**src/sv/mwcv_pkg.sv**
```systemverilog
// Shared types, constants and helper functions for the masked window CV block.
// No dependencies.
package mwcv_pkg;

    localparam int MAX_WIDTH_DEF   = 1024;
    localparam int MAX_WIN_DEF     = 15;
    localparam int LANES_DEF       = 8;
    localparam int SAMPLE_BITS_DEF = 16;

    localparam int FIELD_W     = 16;
    localparam int CV_W        = 24;
    localparam int PADDR_W     = 5;
    localparam int PDATA_W     = 32;
    localparam int WIN_REG_W   = 4;
    localparam int LW_REG_W    = 11;
    localparam int LANES_REG_W = 4;
    localparam int EPS_W       = 16;
    localparam int SENT_W      = 16;
    localparam int NUM_LANE_PORTS = 8;

    localparam logic [2:0] REG_WIN_ROWS   = 3'd0;
    localparam logic [2:0] REG_WIN_COLS   = 3'd1;
    localparam logic [2:0] REG_LINE_WIDTH = 3'd2;
    localparam logic [2:0] REG_LANES_USED = 3'd3;
    localparam logic [2:0] REG_EPS        = 3'd4;
    localparam logic [2:0] REG_SENTINEL   = 3'd5;

    localparam logic [WIN_REG_W-1:0]   RST_WIN_ROWS   = 4'd3;
    localparam logic [WIN_REG_W-1:0]   RST_WIN_COLS   = 4'd3;
    localparam logic [LW_REG_W-1:0]    RST_LINE_WIDTH = 11'd1024;
    localparam logic [LANES_REG_W-1:0] RST_LANES_USED = 4'd8;
    localparam logic [EPS_W-1:0]       RST_EPS        = 16'd1;
    localparam logic [SENT_W-1:0]      RST_SENTINEL   = 16'hFFFF;

    localparam logic [CV_W-1:0] CV_MAX = 24'hFFFFFF;

    typedef enum logic [2:0] {
        T_IDLE, T_SCAN, T_DRAIN, T_LANE, T_MERGE, T_OUT
    } t_top_state;

    typedef enum logic [1:0] {
        L_IDLE, L_DIV, L_SQ, L_VAR
    } t_lane_state;

    typedef enum logic [2:0] {
        M_IDLE, M_SUM, M_DIVL, M_SQRT, M_CSTART, M_DIVC
    } t_merge_state;

    typedef struct packed {
        logic clear;
        logic acc_en;
        logic start;
    } t_lane_ctl;

    function automatic int mean_w(int sb);
        return (sb > SENT_W) ? sb : SENT_W;
    endfunction

    function automatic int var_w(int sb);
        return (2 * sb > SENT_W + 8) ? 2 * sb : SENT_W + 8;
    endfunction

    function automatic int cnt_w(int max_win);
        return $clog2(max_win * max_win + 1);
    endfunction

    // zero -> 1, clamp to max, round even down to odd
    function automatic int eff_win(int w, int max_win);
        int t;
        t = w;
        if (t == 0) t = 1;
        if (t > max_win) t = max_win;
        if ((t & 1) == 0) t = t - 1;
        return t;
    endfunction

    function automatic int eff_clamp(int v, int max_v);
        int t;
        t = v;
        if (t == 0) t = 1;
        if (t > max_v) t = max_v;
        return t;
    endfunction

endpackage

```
**src/sv/mwcv_div.sv**
```systemverilog
// Restoring unsigned divider, one quotient bit per cycle.
// No package dependencies.
module mwcv_div #(
    parameter int NW = 32,
    parameter int DW = 8
) (
    input  logic          i_clk,
    input  logic          i_rst_n,
    input  logic          i_start,
    input  logic [NW-1:0] i_num,
    input  logic [DW-1:0] i_den,
    output logic          o_done,
    output logic [NW-1:0] o_quot
);
    localparam int CNT_W = $clog2(NW + 1);

    logic [NW-1:0]    r_q;
    logic [DW-1:0]    r_r;
    logic [DW-1:0]    r_d;
    logic [CNT_W-1:0] r_cnt;
    logic             r_busy;
    logic             r_done;
    logic [DW:0]      rem_sh;
    logic [DW:0]      diff;
    logic             take;

    always_comb begin
        rem_sh = {r_r, r_q[NW-1]};
        diff   = rem_sh - {1'b0, r_d};
        take   = (rem_sh >= {1'b0, r_d});
    end

    always_ff @(posedge i_clk) begin
        if (!i_rst_n) begin
            r_busy <= 1'b0;
            r_done <= 1'b0;
            r_cnt  <= '0;
        end else begin
            r_done <= 1'b0;
            if (i_start) begin
                r_busy <= 1'b1;
                r_cnt  <= CNT_W'(NW);
            end else if (r_busy) begin
                r_cnt <= r_cnt - CNT_W'(1);
                if (r_cnt == CNT_W'(1)) begin
                    r_busy <= 1'b0;
                    r_done <= 1'b1;
                end
            end
        end
    end

    always_ff @(posedge i_clk) begin
        if (i_start) begin
            r_q <= i_num;
            r_r <= '0;
            r_d <= i_den;
        end else if (r_busy) begin
            r_q <= {r_q[NW-2:0], take};
            r_r <= take ? diff[DW-1:0] : rem_sh[DW-1:0];
        end
    end

    assign o_done = r_done;
    assign o_quot = r_q;
endmodule

```
**src/sv/mwcv_lane.sv**
```systemverilog
// One lane: masked window sums of value, square and count, then mean and variance.
// Depends on mwcv_pkg and mwcv_div.
module mwcv_lane #(
    parameter int SB      = mwcv_pkg::SAMPLE_BITS_DEF,
    parameter int MAX_WIN = mwcv_pkg::MAX_WIN_DEF
) (
    input  logic                             i_clk,
    input  logic                             i_rst_n,
    input  mwcv_pkg::t_lane_ctl              i_ctl,
    input  logic [SB-1:0]                    i_x,
    input  logic                             i_xv,
    input  logic [mwcv_pkg::SENT_W-1:0]      i_sent,
    output logic [mwcv_pkg::mean_w(SB)-1:0]  o_m,
    output logic [mwcv_pkg::var_w(SB)-1:0]   o_v,
    output logic                             o_done
);
    import mwcv_pkg::*;

    localparam int CW  = cnt_w(MAX_WIN);
    localparam int S_W = SB + CW;
    localparam int Q_W = 2 * SB + CW;
    localparam int MW  = mean_w(SB);
    localparam int VW  = var_w(SB);

    t_lane_state r_state, n_state;

    logic [SB-1:0]     r_x1;
    logic [2*SB-1:0]   r_sq1;
    logic              r_e1;
    logic [S_W-1:0]    r_s;
    logic [Q_W-1:0]    r_qs;
    logic [CW-1:0]     r_cnt;
    logic [MW-1:0]     r_m;
    logic [VW-1:0]     r_qm;
    logic [2*MW-1:0]   r_mm;
    logic [VW-1:0]     r_v;
    logic              r_done;
    logic              s_done;
    logic              q_done;
    logic [S_W-1:0]    s_quot;
    logic [Q_W-1:0]    q_quot;
    logic [2*MW-1:0]   qm_ext;

    mwcv_div #(.NW(S_W), .DW(CW)) u_div_s (
        .i_clk(i_clk), .i_rst_n(i_rst_n), .i_start(i_ctl.start),
        .i_num(r_s), .i_den(r_cnt), .o_done(s_done), .o_quot(s_quot)
    );

    mwcv_div #(.NW(Q_W), .DW(CW)) u_div_q (
        .i_clk(i_clk), .i_rst_n(i_rst_n), .i_start(i_ctl.start),
        .i_num(r_qs), .i_den(r_cnt), .o_done(q_done), .o_quot(q_quot)
    );

    assign qm_ext = (2 * MW)'(r_qm);

    always_ff @(posedge i_clk) begin
        if (!i_rst_n) begin
            r_state <= L_IDLE;
            r_e1    <= 1'b0;
            r_done  <= 1'b0;
        end else begin
            r_state <= n_state;
            r_e1    <= i_ctl.acc_en & i_xv;
            r_done  <= (r_state == L_VAR);
        end
    end

    // the square sum divide is the longer one; the value divide is done by then
    always_comb begin
        n_state = r_state;
        case (r_state)
            L_IDLE:  if (i_ctl.start) n_state = L_DIV;
            L_DIV:   if (q_done) n_state = L_SQ;
            L_SQ:    n_state = L_VAR;
            L_VAR:   n_state = L_IDLE;
            default: n_state = L_IDLE;
        endcase
    end

    always_ff @(posedge i_clk) begin
        r_x1  <= i_x;
        r_sq1 <= i_x * i_x;
        if (i_ctl.clear) begin
            r_s   <= '0;
            r_qs  <= '0;
            r_cnt <= '0;
        end else if (r_e1) begin
            r_s   <= r_s + S_W'(r_x1);
            r_qs  <= r_qs + Q_W'(r_sq1);
            r_cnt <= r_cnt + CW'(1);
        end
        if (r_state == L_DIV && q_done) begin
            r_m  <= (r_cnt != '0) ? MW'(s_quot) : MW'(i_sent);
            r_qm <= VW'(q_quot);
        end
        if (r_state == L_SQ) r_mm <= r_m * r_m;
        if (r_state == L_VAR) begin
            if (r_cnt == '0) r_v <= VW'(i_sent) << 8;
            else if (qm_ext >= r_mm) r_v <= VW'(qm_ext - r_mm);
            else r_v <= '0;
        end
    end

    assign o_m    = r_m;
    assign o_v    = r_v;
    assign o_done = r_done & ~s_done;
endmodule

```
**config.mk**
```make
export PLATFORM = sky130hd
export DESIGN_NAME = mwcv_lane
export DESIGN_NICKNAME = d
export VERILOG_FILES = /design/src/sv/mwcv_pkg.sv /design/src/sv/mwcv_div.sv /design/src/sv/mwcv_lane.sv
export SDC_FILE = /design/constraint.sdc
export NUM_CORES = 2
export LEC_CHECK = 0
export ABC_CLOCK_PERIOD_IN_PS = 6500
export BUFFER_PORTS_ARGS = -buffer_cell sky130_fd_sc_hd__buf_4
export CELL_PAD_IN_SITES_DETAIL_PLACEMENT = 1
export CELL_PAD_IN_SITES_GLOBAL_PLACEMENT = 1
export CORE_MARGIN = 2
export CORE_UTILIZATION = 46
export DETAILED_ROUTE_END_ITERATION = 8
export PLACE_DENSITY = 0.86
export SYNTH_ARGS = -nofsm -noshare
export SYNTH_HDL_FRONTEND = slang
export SYNTH_SLANG_ARGS = --single-unit
```
**constraint.sdc**
```tcl
create_clock -name i_clk -period 6.5 [get_ports i_clk]
set_input_delay 0.65 -clock i_clk [delete_from_list [all_inputs] [get_ports i_clk]]
set_output_delay 0.65 -clock i_clk [all_outputs]
set_load 0.02 [all_outputs]
```
==> metrics.cfg <==
[global_route]
overflow = 0
grt_pass1_wl_um = 148000
antenna_found_initial = 2
grt.total_usage_pct = 26.7
grt_max_degree = 66
first_global_vias = 27085

[timing]
worst_pin_slew_ns = 1.23
slew_headroom_pct = 18.1
finalHoldViolations = 0
fin_crit_sh_pct = 99.5
skew_ns = 0.0230
fmax_mhz = 155
setup_viol = 0
setup_slack_ns = 0.0322
period_needed_ns = 6.47
drv_slew = 0

[detailed_routing]
drt_iter0_markers = 1418
wirelength_um = 94200
firstDrtPassIters = 5
wl_per_cell_um = 22.2
post-route-drc-count = 0
antenna_left = 0
vias_per_cell = 5.63
vias = 23865

[critical_path]
cp_data_arrival_time_ns = 6.74
cp_max_fo = 4
path_class = reg2reg
cp-end-kind = flop
crit_required_ns = 6.78
crit-reg2reg-launch = o_m[2]
startpoint = o_m[2]
startpoint_type = flop

[floorplan]
die_height_um = 264
core_area_um2 = 66900
ios = 87
fp-row-count = 95
start_util_pct = 46.3
die_w_um = 264
dieArea_um2 = 69400

[yosys]
synth_fp_nets = 3839
avgSynthCellArea_um2 = 9.79
synth_top_area_share_pct = 21.1
ys_seq_elements = 336
ys.warnings.count = 0
synth.area.top_cells = fa_1 21%, edfxtp_1 18%, ha_1 12%
synth-edff-count = 183
ys_async_sr_fraction_pct = 0
synth_cells = 3166
netlist-cell-type-count = 84
synth-seq-area-share_pct = 27.6
yosys.area.top_type = fa_1
ys_top_cells_by_count = 592 x inv_1, 327 x fa_1, 308 x ha_1
synth_ff_type = edfxtp_1
yosysMostFrequentCell = inv_1
synth_area_um2 = 31000

[place]
dp_hpwl_um = 70400
dp_slack_ns = -0.382
place.gp.congestion = 0.909
placed_area_um2 = 33300
port_buffers = 86

[clock_tree]
clk_latency_ns = 0.55
cts_made_buffers = 37
holdBufCountCts = 0
path_clk_slew_ns = 0.08
cts.sinks = 336
cts_root_buffer = clkbuf_16
tritoncts = done
htree_levels = 2
clockBufferDepth = 3

[job]
drv_cap = 0

[finish]
area_delta_synth_final_pct = 12.4
diodes = 0
drive_gt1_share_pct = 12.8
layout.nets = 4010
final_cell_area_um2 = 34800

[power_and_ir_drop]
power_density_nw_per_um2 = 359
irDropWorstVdd_v = 0.000472
seq_power_share_pct = 22.7
power.internal_mw = 7.14
switching_share_pct = 42.9
pwr-share-comb_pct = 60.5
clkPwrFrac_pct = 16.8
leakage_nw = 16.9
switchingPower_mw = 5.36

[min_path]
min_from = i_xv
hold_path.class = in2reg

[outcome]
outcome = completed

## metal layers
metal  up-vias  GRT usage [%]  routed length (um)
met5         -              0                  13
met2       757           49.7               49100
met3       264           2.80                3980
met4         2           10.8                4370
met1     12113           31.1               36800
li1      10729              -                   -
## area by class of cell
cell class | instances | area, um2
Clock buffer | 50 | 1070
Fill cell | 7450 | 32100
Timing Repair Buffer | 223 | 1740
Sequential cell | 336 | 8560
Inverter | 593 | 2230
Clock inverter | 17 | 130
Multi-Input combinational cell | 2146 | 20000
Tap cell | 873 | 1090
## layout by cell type, fill, tap and decap left out, drive strengths merged, types with 18 or more instances in the layout
master  count
ha        308
a21o       76
a31oi      18
edfxtp    183
dfxtp     153
o21ai      88
mux2       67
fa        327
nand4      18
nor2b      30
inv       593
nand2b     19
a211oi     38
o21bai     19
buf       223
o21a       19
nor2      189
nand2     268
clkbuf     50
nor3       24
and2       83
a21oi     144
mux2i      41
nand3      35
xnor2     107
and3       21
xor2       57
## worst max-delay path: stages, from the launching register on
cell	delay [ns]
edfxtp_1	0.45
nand2_2	0.14
inv_2	0.06
fa_1	0.54
inv_1	0.07
fa_1	0.55
inv_1	0.09
fa_1	0.56
inv_1	0.08
fa_1	0.53
inv_1	0.05
fa_1	0.49
inv_2	0.06
fa_1	0.57
inv_2	0.07
ha_4	0.24
and4_4	0.20
a211oi_2	0.18
buf_4	0.16
o21ai_1	0.09
o41ai_2	0.29
buf_4	0.22
o21ai_2	0.09
a221oi_2	0.27
xnor2_1	0.12
## stage by stage
stage	hold slack [ns]	setup TNS (ns)	utilization, %	power (mW)	cells
detailed placement	0.440	-1.38	49.7	10.2	4150
floorplan	0.422	-0.0429	-	7.89	3166
global placement	0.430	-0.158	49.7	9.68	4150
global route	0.385	-0.234	52.1	13.5	4238
finish	0.385	0	52.1	12.5	4238
CTS	0.372	0	51.8	12.4	4228
## worst paths after layout
check | to | slack (ns) | depth (start not counted)
worst max-delay path | r_mm[30] | 0.03 | 24
worst min-delay path | r_e1 | 0.39 | 2
worst max register to register | r_mm[30] | 0.03 | 24
worst min register to register | qm_ext[9] | 0.45 | 0
## logic make-up (layout without fill, tap and decap cells)
family                   after synthesis  count (layout)  synth area share (%)
AND/OR/NAND/NOR                      748             748                  11.5
buffers and inverters                684             883                  8.32
adder cells (fa/ha/maj)              635             635                  33.6
AO/OA/AOI/OAI                        491             491                  10.6
flip-flops                           336             336                  27.6
XOR/XNOR                             164             164                  4.64
multiplexers                         108             108                  3.76
## flip-flops by register name, indices dropped and copies added, names as in the netlist, 15 cells and up
register,flops
qm_ext,32
r_s,24
o_m,16
o_v,32
u_div_s.o_quot,24
r_mm,31
r_x1,15
r_qs,40
u_div_q.o_quot,40
r_sq1,31
## power groups by stage
stage                     Combinational [mW]  Sequential [mW]  Clock, mW
after floorplan                         5.10             2.80          0
final                                   7.56             2.84       2.10
after CTS                               7.44             2.83       2.13
after global routing                    8.42             2.86       2.20
after global placement                  6.83             2.85          0
after detailed placement                7.33             2.86          0
## repair_timing
action | 4_1_cts | 5_1_grt
setup endpoints to repair | 6 | 14
hold endpoints to repair | 0 | 0
buffers inserted | 11 | 10
resized for setup | 20 | 35
pin swaps | 4 | 18
(Power assumes the default switching activity.)
