[src/sv/mwcv_pkg.sv]
// Shared types, constants and helper functions for the masked window CV block.
// No dependencies.
package mwcv_pkg;

    localparam int MAX_WIDTH_DEF   = 1024;
    localparam int MAX_WIN_DEF     = 15;
    localparam int LANES_DEF       = 8;
    localparam int SAMPLE_BITS_DEF = 16;

    localparam int FIELD_W     = 16;
    localparam int CV_W        = 24;
    localparam int PADDR_W     = 5;
    localparam int PDATA_W     = 32;
    localparam int WIN_REG_W   = 4;
    localparam int LW_REG_W    = 11;
    localparam int LANES_REG_W = 4;
    localparam int EPS_W       = 16;
    localparam int SENT_W      = 16;
    localparam int NUM_LANE_PORTS = 8;

    localparam logic [2:0] REG_WIN_ROWS   = 3'd0;
    localparam logic [2:0] REG_WIN_COLS   = 3'd1;
    localparam logic [2:0] REG_LINE_WIDTH = 3'd2;
    localparam logic [2:0] REG_LANES_USED = 3'd3;
    localparam logic [2:0] REG_EPS        = 3'd4;
    localparam logic [2:0] REG_SENTINEL   = 3'd5;

    localparam logic [WIN_REG_W-1:0]   RST_WIN_ROWS   = 4'd3;
    localparam logic [WIN_REG_W-1:0]   RST_WIN_COLS   = 4'd3;
    localparam logic [LW_REG_W-1:0]    RST_LINE_WIDTH = 11'd1024;
    localparam logic [LANES_REG_W-1:0] RST_LANES_USED = 4'd8;
    localparam logic [EPS_W-1:0]       RST_EPS        = 16'd1;
    localparam logic [SENT_W-1:0]      RST_SENTINEL   = 16'hFFFF;

    localparam logic [CV_W-1:0] CV_MAX = 24'hFFFFFF;

    typedef enum logic [2:0] {
        T_IDLE, T_SCAN, T_DRAIN, T_LANE, T_MERGE, T_OUT
    } t_top_state;

    typedef enum logic [1:0] {
        L_IDLE, L_DIV, L_SQ, L_VAR
    } t_lane_state;

    typedef enum logic [2:0] {
        M_IDLE, M_SUM, M_DIVL, M_SQRT, M_CSTART, M_DIVC
    } t_merge_state;

    typedef struct packed {
        logic clear;
        logic acc_en;
        logic start;
    } t_lane_ctl;

    function automatic int mean_w(int sb);
        return (sb > SENT_W) ? sb : SENT_W;
    endfunction

    function automatic int var_w(int sb);
        return (2 * sb > SENT_W + 8) ? 2 * sb : SENT_W + 8;
    endfunction

    function automatic int cnt_w(int max_win);
        return $clog2(max_win * max_win + 1);
    endfunction

    // zero -> 1, clamp to max, round even down to odd
    function automatic int eff_win(int w, int max_win);
        int t;
        t = w;
        if (t == 0) t = 1;
        if (t > max_win) t = max_win;
        if ((t & 1) == 0) t = t - 1;
        return t;
    endfunction

    function automatic int eff_clamp(int v, int max_v);
        int t;
        t = v;
        if (t == 0) t = 1;
        if (t > max_v) t = max_v;
        return t;
    endfunction

endpackage

[src/sv/mwcv_div.sv]
// Restoring unsigned divider, one quotient bit per cycle.
// No package dependencies.
module mwcv_div #(
    parameter int NW = 32,
    parameter int DW = 8
) (
    input  logic          i_clk,
    input  logic          i_rst_n,
    input  logic          i_start,
    input  logic [NW-1:0] i_num,
    input  logic [DW-1:0] i_den,
    output logic          o_done,
    output logic [NW-1:0] o_quot
);
    localparam int CNT_W = $clog2(NW + 1);

    logic [NW-1:0]    r_q;
    logic [DW-1:0]    r_r;
    logic [DW-1:0]    r_d;
    logic [CNT_W-1:0] r_cnt;
    logic             r_busy;
    logic             r_done;
    logic [DW:0]      rem_sh;
    logic [DW:0]      diff;
    logic             take;

    always_comb begin
        rem_sh = {r_r, r_q[NW-1]};
        diff   = rem_sh - {1'b0, r_d};
        take   = (rem_sh >= {1'b0, r_d});
    end

    always_ff @(posedge i_clk) begin
        if (!i_rst_n) begin
            r_busy <= 1'b0;
            r_done <= 1'b0;
            r_cnt  <= '0;
        end else begin
            r_done <= 1'b0;
            if (i_start) begin
                r_busy <= 1'b1;
                r_cnt  <= CNT_W'(NW);
            end else if (r_busy) begin
                r_cnt <= r_cnt - CNT_W'(1);
                if (r_cnt == CNT_W'(1)) begin
                    r_busy <= 1'b0;
                    r_done <= 1'b1;
                end
            end
        end
    end

    always_ff @(posedge i_clk) begin
        if (i_start) begin
            r_q <= i_num;
            r_r <= '0;
            r_d <= i_den;
        end else if (r_busy) begin
            r_q <= {r_q[NW-2:0], take};
            r_r <= take ? diff[DW-1:0] : rem_sh[DW-1:0];
        end
    end

    assign o_done = r_done;
    assign o_quot = r_q;
endmodule

[src/sv/mwcv_merge.sv]
// Merging stage: lane averages, serial square root and final divide with saturation.
// Depends on mwcv_pkg and mwcv_div.
module mwcv_merge #(
    parameter int LANES = mwcv_pkg::LANES_DEF,
    parameter int SB    = mwcv_pkg::SAMPLE_BITS_DEF
) (
    input  logic                                 i_clk,
    input  logic                                 i_rst_n,
    input  logic                                 i_start,
    input  logic [mwcv_pkg::LANES_REG_W-1:0]     i_lanes,
    input  logic [mwcv_pkg::EPS_W-1:0]           i_eps,
    input  logic [mwcv_pkg::mean_w(SB)-1:0]      i_m [LANES],
    input  logic [mwcv_pkg::var_w(SB)-1:0]       i_v [LANES],
    output logic [mwcv_pkg::CV_W-1:0]            o_cv,
    output logic                                 o_done
);
    import mwcv_pkg::*;

    localparam int MW    = mean_w(SB);
    localparam int VW    = var_w(SB);
    localparam int MS_W  = MW + 3;
    localparam int VS_W  = VW + 3;
    localparam int XW    = VW + 16;
    localparam int RW    = XW / 2;
    localparam int NUM_W = RW + 8;
    localparam int DEN_W = ((MW > EPS_W) ? MW : EPS_W) + 1;
    localparam int K_W   = $clog2(RW + 1);

    t_merge_state r_state, n_state;

    logic [MS_W-1:0]  msum;
    logic [VS_W-1:0]  vsum;
    logic [MS_W-1:0]  r_msum;
    logic [VS_W-1:0]  r_vsum;
    logic [MW-1:0]    r_mavg;
    logic [XW-1:0]    r_x;
    logic [RW+1:0]    r_rem;
    logic [RW-1:0]    r_root;
    logic [K_W-1:0]   r_k;
    logic [CV_W-1:0]  r_cv;
    logic             r_done;
    logic             divl_start;
    logic             divc_start;
    logic             dm_done;
    logic             dv_done;
    logic             dc_done;
    logic [MS_W-1:0]  dm_quot;
    logic [VS_W-1:0]  dv_quot;
    logic [NUM_W-1:0] dc_quot;
    logic [RW+3:0]    rem_n;
    logic [RW+3:0]    trial;
    logic [RW+3:0]    rem_d;
    logic             take;
    logic [DEN_W-1:0] den;

    always_comb begin
        msum = '0;
        vsum = '0;
        for (int l = 0; l < LANES; l++) begin
            if (LANES_REG_W'(l) < i_lanes) begin
                msum = msum + MS_W'(i_m[l]);
                vsum = vsum + VS_W'(i_v[l]);
            end
        end
    end

    mwcv_div #(.NW(MS_W), .DW(LANES_REG_W)) u_div_m (
        .i_clk(i_clk), .i_rst_n(i_rst_n), .i_start(divl_start),
        .i_num(r_msum), .i_den(i_lanes), .o_done(dm_done), .o_quot(dm_quot)
    );

    mwcv_div #(.NW(VS_W), .DW(LANES_REG_W)) u_div_v (
        .i_clk(i_clk), .i_rst_n(i_rst_n), .i_start(divl_start),
        .i_num(r_vsum), .i_den(i_lanes), .o_done(dv_done), .o_quot(dv_quot)
    );

    assign den = DEN_W'(r_mavg) + DEN_W'(i_eps);

    mwcv_div #(.NW(NUM_W), .DW(DEN_W)) u_div_c (
        .i_clk(i_clk), .i_rst_n(i_rst_n), .i_start(divc_start),
        .i_num({r_root, 8'd0}), .i_den(den), .o_done(dc_done), .o_quot(dc_quot)
    );

    // two radicand bits per step
    always_comb begin
        rem_n = {r_rem, r_x[XW-1 -: 2]};
        trial = {2'b00, r_root, 2'b01};
        take  = (rem_n >= trial);
        rem_d = rem_n - trial;
    end

    always_comb begin
        n_state    = r_state;
        divl_start = 1'b0;
        divc_start = 1'b0;
        case (r_state)
            M_IDLE:   if (i_start) n_state = M_SUM;
            M_SUM: begin
                divl_start = 1'b1;
                n_state    = M_DIVL;
            end
            M_DIVL:   if (dv_done) n_state = M_SQRT;
            M_SQRT:   if (r_k == K_W'(1)) n_state = M_CSTART;
            M_CSTART: begin
                divc_start = 1'b1;
                n_state    = M_DIVC;
            end
            M_DIVC:   if (dc_done) n_state = M_IDLE;
            default:  n_state = M_IDLE;
        endcase
    end

    always_ff @(posedge i_clk) begin
        if (!i_rst_n) begin
            r_state <= M_IDLE;
            r_done  <= 1'b0;
        end else begin
            r_state <= n_state;
            r_done  <= (r_state == M_DIVC) && dc_done;
        end
    end

    always_ff @(posedge i_clk) begin
        if (r_state == M_IDLE && i_start) begin
            r_msum <= msum;
            r_vsum <= vsum;
        end
        // the mean divide is the shorter one and finishes first
        if (r_state == M_DIVL && dm_done) r_mavg <= MW'(dm_quot);
        if (r_state == M_DIVL && dv_done) begin
            r_x    <= {VW'(dv_quot), 16'd0};
            r_rem  <= '0;
            r_root <= '0;
            r_k    <= K_W'(RW);
        end
        if (r_state == M_SQRT) begin
            r_rem  <= take ? rem_d[RW+1:0] : rem_n[RW+1:0];
            r_root <= {r_root[RW-2:0], take};
            r_x    <= r_x << 2;
            r_k    <= r_k - K_W'(1);
        end
        if (r_state == M_DIVC && dc_done) begin
            if (den == '0) r_cv <= (r_root != '0) ? CV_MAX : '0;
            else if (dc_quot > NUM_W'(CV_MAX)) r_cv <= CV_MAX;
            else r_cv <= CV_W'(dc_quot);
        end
    end

    assign o_cv   = r_cv;
    assign o_done = r_done;
endmodule

[config.mk]
export PLATFORM = sky130hd
export DESIGN_NAME = mwcv_merge
export DESIGN_NICKNAME = d
export VERILOG_FILES = /design/src/sv/mwcv_pkg.sv /design/src/sv/mwcv_div.sv /design/src/sv/mwcv_merge.sv
export SDC_FILE = /design/constraint.sdc
export NUM_CORES = 2
export LEC_CHECK = 0
export BUFFER_PORTS_ARGS = -buffer_cell sky130_fd_sc_hd__buf_4
export CAP_MARGIN = 5
export CORE_MARGIN = 2
export CORE_UTILIZATION = 25
export CTS_BUF_LIST = sky130_fd_sc_hd__clkbuf_2
export CTS_CLUSTER_SIZE = 8
export DETAILED_ROUTE_END_ITERATION = 16
export SYNTH_ARGS = -nofsm -noshare
export SYNTH_HDL_FRONTEND = slang
export SYNTH_HIERARCHICAL = 1
export SYNTH_SLANG_ARGS = --single-unit
[constraint.sdc]
create_clock -name i_clk -period 35.9 [get_ports i_clk]
set_input_delay 5.385 -clock i_clk [delete_from_list [all_inputs] [get_ports i_clk]]
set_output_delay 5.385 -clock i_clk [all_outputs]
set_load 0.01 [all_outputs]
==> results.json <==
{
  "vias": 34800,
  "port_buffers": 431,
  "path_clk_slew_ps": 90,
  "grt_pass1_wl_um": 199000,
  "fmax_mhz": 52.0,
  "grt_pass1_vias": 34000,
  "fin_util": 0.295,
  "drive_gt1_frac": 0.170,
  "avgSynthCellArea_um2": 8.42,
  "grt_usage": 0.168,
  "vdd.ir_drop.worst_mv": 0.0763,
  "final-max-slew-violation-count": 0,
  "fin_skew_ps": 115,
  "min_period_ps": 19220,
  "crit_fanout": 55,
  "worstPathArrival_ps": 19960,
  "drt_iter0_markers": 1934,
  "ios": 432,
  "start_kind": "primary input",
  "r2r_start": "r_mavg[1]",
  "synth_seq_cells": 344,
  "p_leak_nw": 18.9,
  "worstSkewPairLatency_ps": 1080,
  "post_cts_buffers": 0,
  "cts_resized": 0,
  "place_area_mm2": 0.0433,
  "min_delay_path_depth": 0,
  "clockRootBuffer": "clkbuf_2",
  "fin_setup_tns_ps": 0,
  "postRouteAntennaNets": 0,
  "r2r_cells": 14,
  "dp_slack_ps": 15680,
  "total_power_mw": 5.26,
  "finalWorstSetupSlack_ps": 16680,
  "finalHoldViolations": 0,
  "synth_area_leaders": "edfxtp_1 (23%), ha_1 (14%), a21oi_1 (5.1%)",
  "final.period_utilization": 0.535,
  "remaining_drc_errors": 0,
  "hold_start": "u_div_m/o_quot[12]",
  "cap_violations": 0,
  "clock_sinks": 344,
  "synth_area_leader_cell": "edfxtp_1",
  "cpMaxStageDelayCell": "or4_1",
  "coreArea_mm2": 0.150,
  "grt_max_degree": 81,
  "slew_headroom": 0.288,
  "dieArea_mm2": 0.154,
  "dpl.cell_count": 6820,
  "finalInstanceArea_mm2": 0.0442,
  "synth-edff-count": 292,
  "final-seq-area_mm2": 0.00981,
  "finalSetupViolCount": 0,
  "cts_made_buffers": 90,
  "critical_path_class": "in -> reg",
  "synth.most_common_cell": "nand2_1",
  "critPathLaunch": "i_lanes[3]",
  "overflow": 0,
  "hold_ws_ps": 440,
  "slowest_delay_ps": 570,
  "synth_top_area_share": 0.232,
  "gp_congestion": 0.913,
  "wl_um": 132000,
  "initial_core_util": 0.252,
  "synth-warning-count": 6,
  "crit_required_ps": 36640,
  "final_cell_count_no_fill": 6993,
  "first_pass_iters": 5,
  "synthCells": 4484,
  "status": "finished, final reports clean",
  "tritoncts": "yes",
  "synth_sequential_area_ratio": 0.260,
  "detail_route.wl_per_cell_um": 18.9,
  "die_x_um": 393,
  "hpwl_um": 110000,
  "die_h_um": 393,
  "grt_antenna_before_repair": 69,
  "fp-row-count": 142,
  "rsz0062_at_grt": "false",
  "nFillCells": 15900,
  "routed_via_density": 4.97,
  "synth.distinct_cells": 113,
  "syn-cell-area_mm2": 0.0377,
  "multiInputGateArea_mm2": 0.0266,
  "powerDensity_mw_per_mm2": 119,
  "cp-end-kind": "flop",
  "worst-slew-pin-transition_ps": 1060,
  "cts.hold.buffers_added": 0,
  "hold_class": "reg -> reg",
  "async_reset_ff_frac": 0,
  "fin_nets": 5741,
  "htreeDepth": 3,
  "clockBufferDepth": 3,
  "syn_to_final_growth_pct": 17.2,
  "synth_common_cells": "nand2_1 (506), ha_1 (420), nor2_1 (389)",
  "synth_flop_cell": "edfxtp_1"
}
placed cells by master (no fill, tap or decap), types with 125 or more instances in the layout:
master	synthesis	layout
o21ai_0	259	258
inv_1	223	223
nor2_1	389	383
a21oi_1	384	381
a21o_1	163	163
edfxtp_1	292	292
mux2_2	170	170
clkbuf_2	0	125
nand2_1	506	503
ha_1	420	420
xnor2_1	211	211
buf_4	0	460
kinds of logic after synthesis:
family | Yosys count | share of synthesized area
AOI/OAI and AO/OA | 1388 | 0.242
xor gates and xnor gates | 338 | 0.0801
adders and majority gates | 440 | 0.149
buffers and inverters | 374 | 0.0378
DFF | 344 | 0.260
muxes | 201 | 0.0590
other | 1 | 0.0000994
and+or+nand+nor | 1398 | 0.172
final timing paths:
path,end,slack [ps]
setup / recovery,r_vsum[34],16680
hold / removal,r_mavg[12],440
setup reg to reg,o_cv[1],31070
hold reg to reg,r_mavg[12],440
sequential cells by signal, summed over array words and instances, names as in the netlist, 24 cells and up:
name,flops
r_vsum,35
u_div_c/o_quot,32
r_x,32
r_rem,26
u_div_v/o_quot,35
o_cv,24
r_root,24
worst max-delay path: cells and delay by family:
kind,cells,cell delay (ps)
compound gates,36,6910
fa+ha+maj,9,3320
simple gates,16,2620
xor+xnor,5,850
buf+inv,2,520
mux,1,280
per-layer routing:
| metal | up-vias | track usage | wire [µm] |
|---|---|---|---|
| met5 | - | 0 | 426 |
| met3 | 226 | 0.0424 | 10700 |
| met2 | 983 | 0.272 | 58600 |
| met1 | 16200 | 0.218 | 58700 |
| li1 | 17300 | - | - |
| met4 | 70 | 0.0503 | 3670 |
area by class of cell:
cell class	count	area share
timing repair buffer	460	0.0781
clock buffer	125	0.0141
multi-input combinational	3773	0.603
sequential	344	0.222
inverter	227	0.0193
tap	2016	0.0570
clock inverter	34	0.00631
antenna	14	0.000792
report_power, final:
group,leakage (nW),internal (mW),total [mW],switching (mW)
logic,15.1,1.94,4.36,2.42
clock network,0.655,0.131,0.299,0.167
registers,3.18,0.569,0.597,0.0281
No activity file was read; power rests on OpenSTA's default activity.
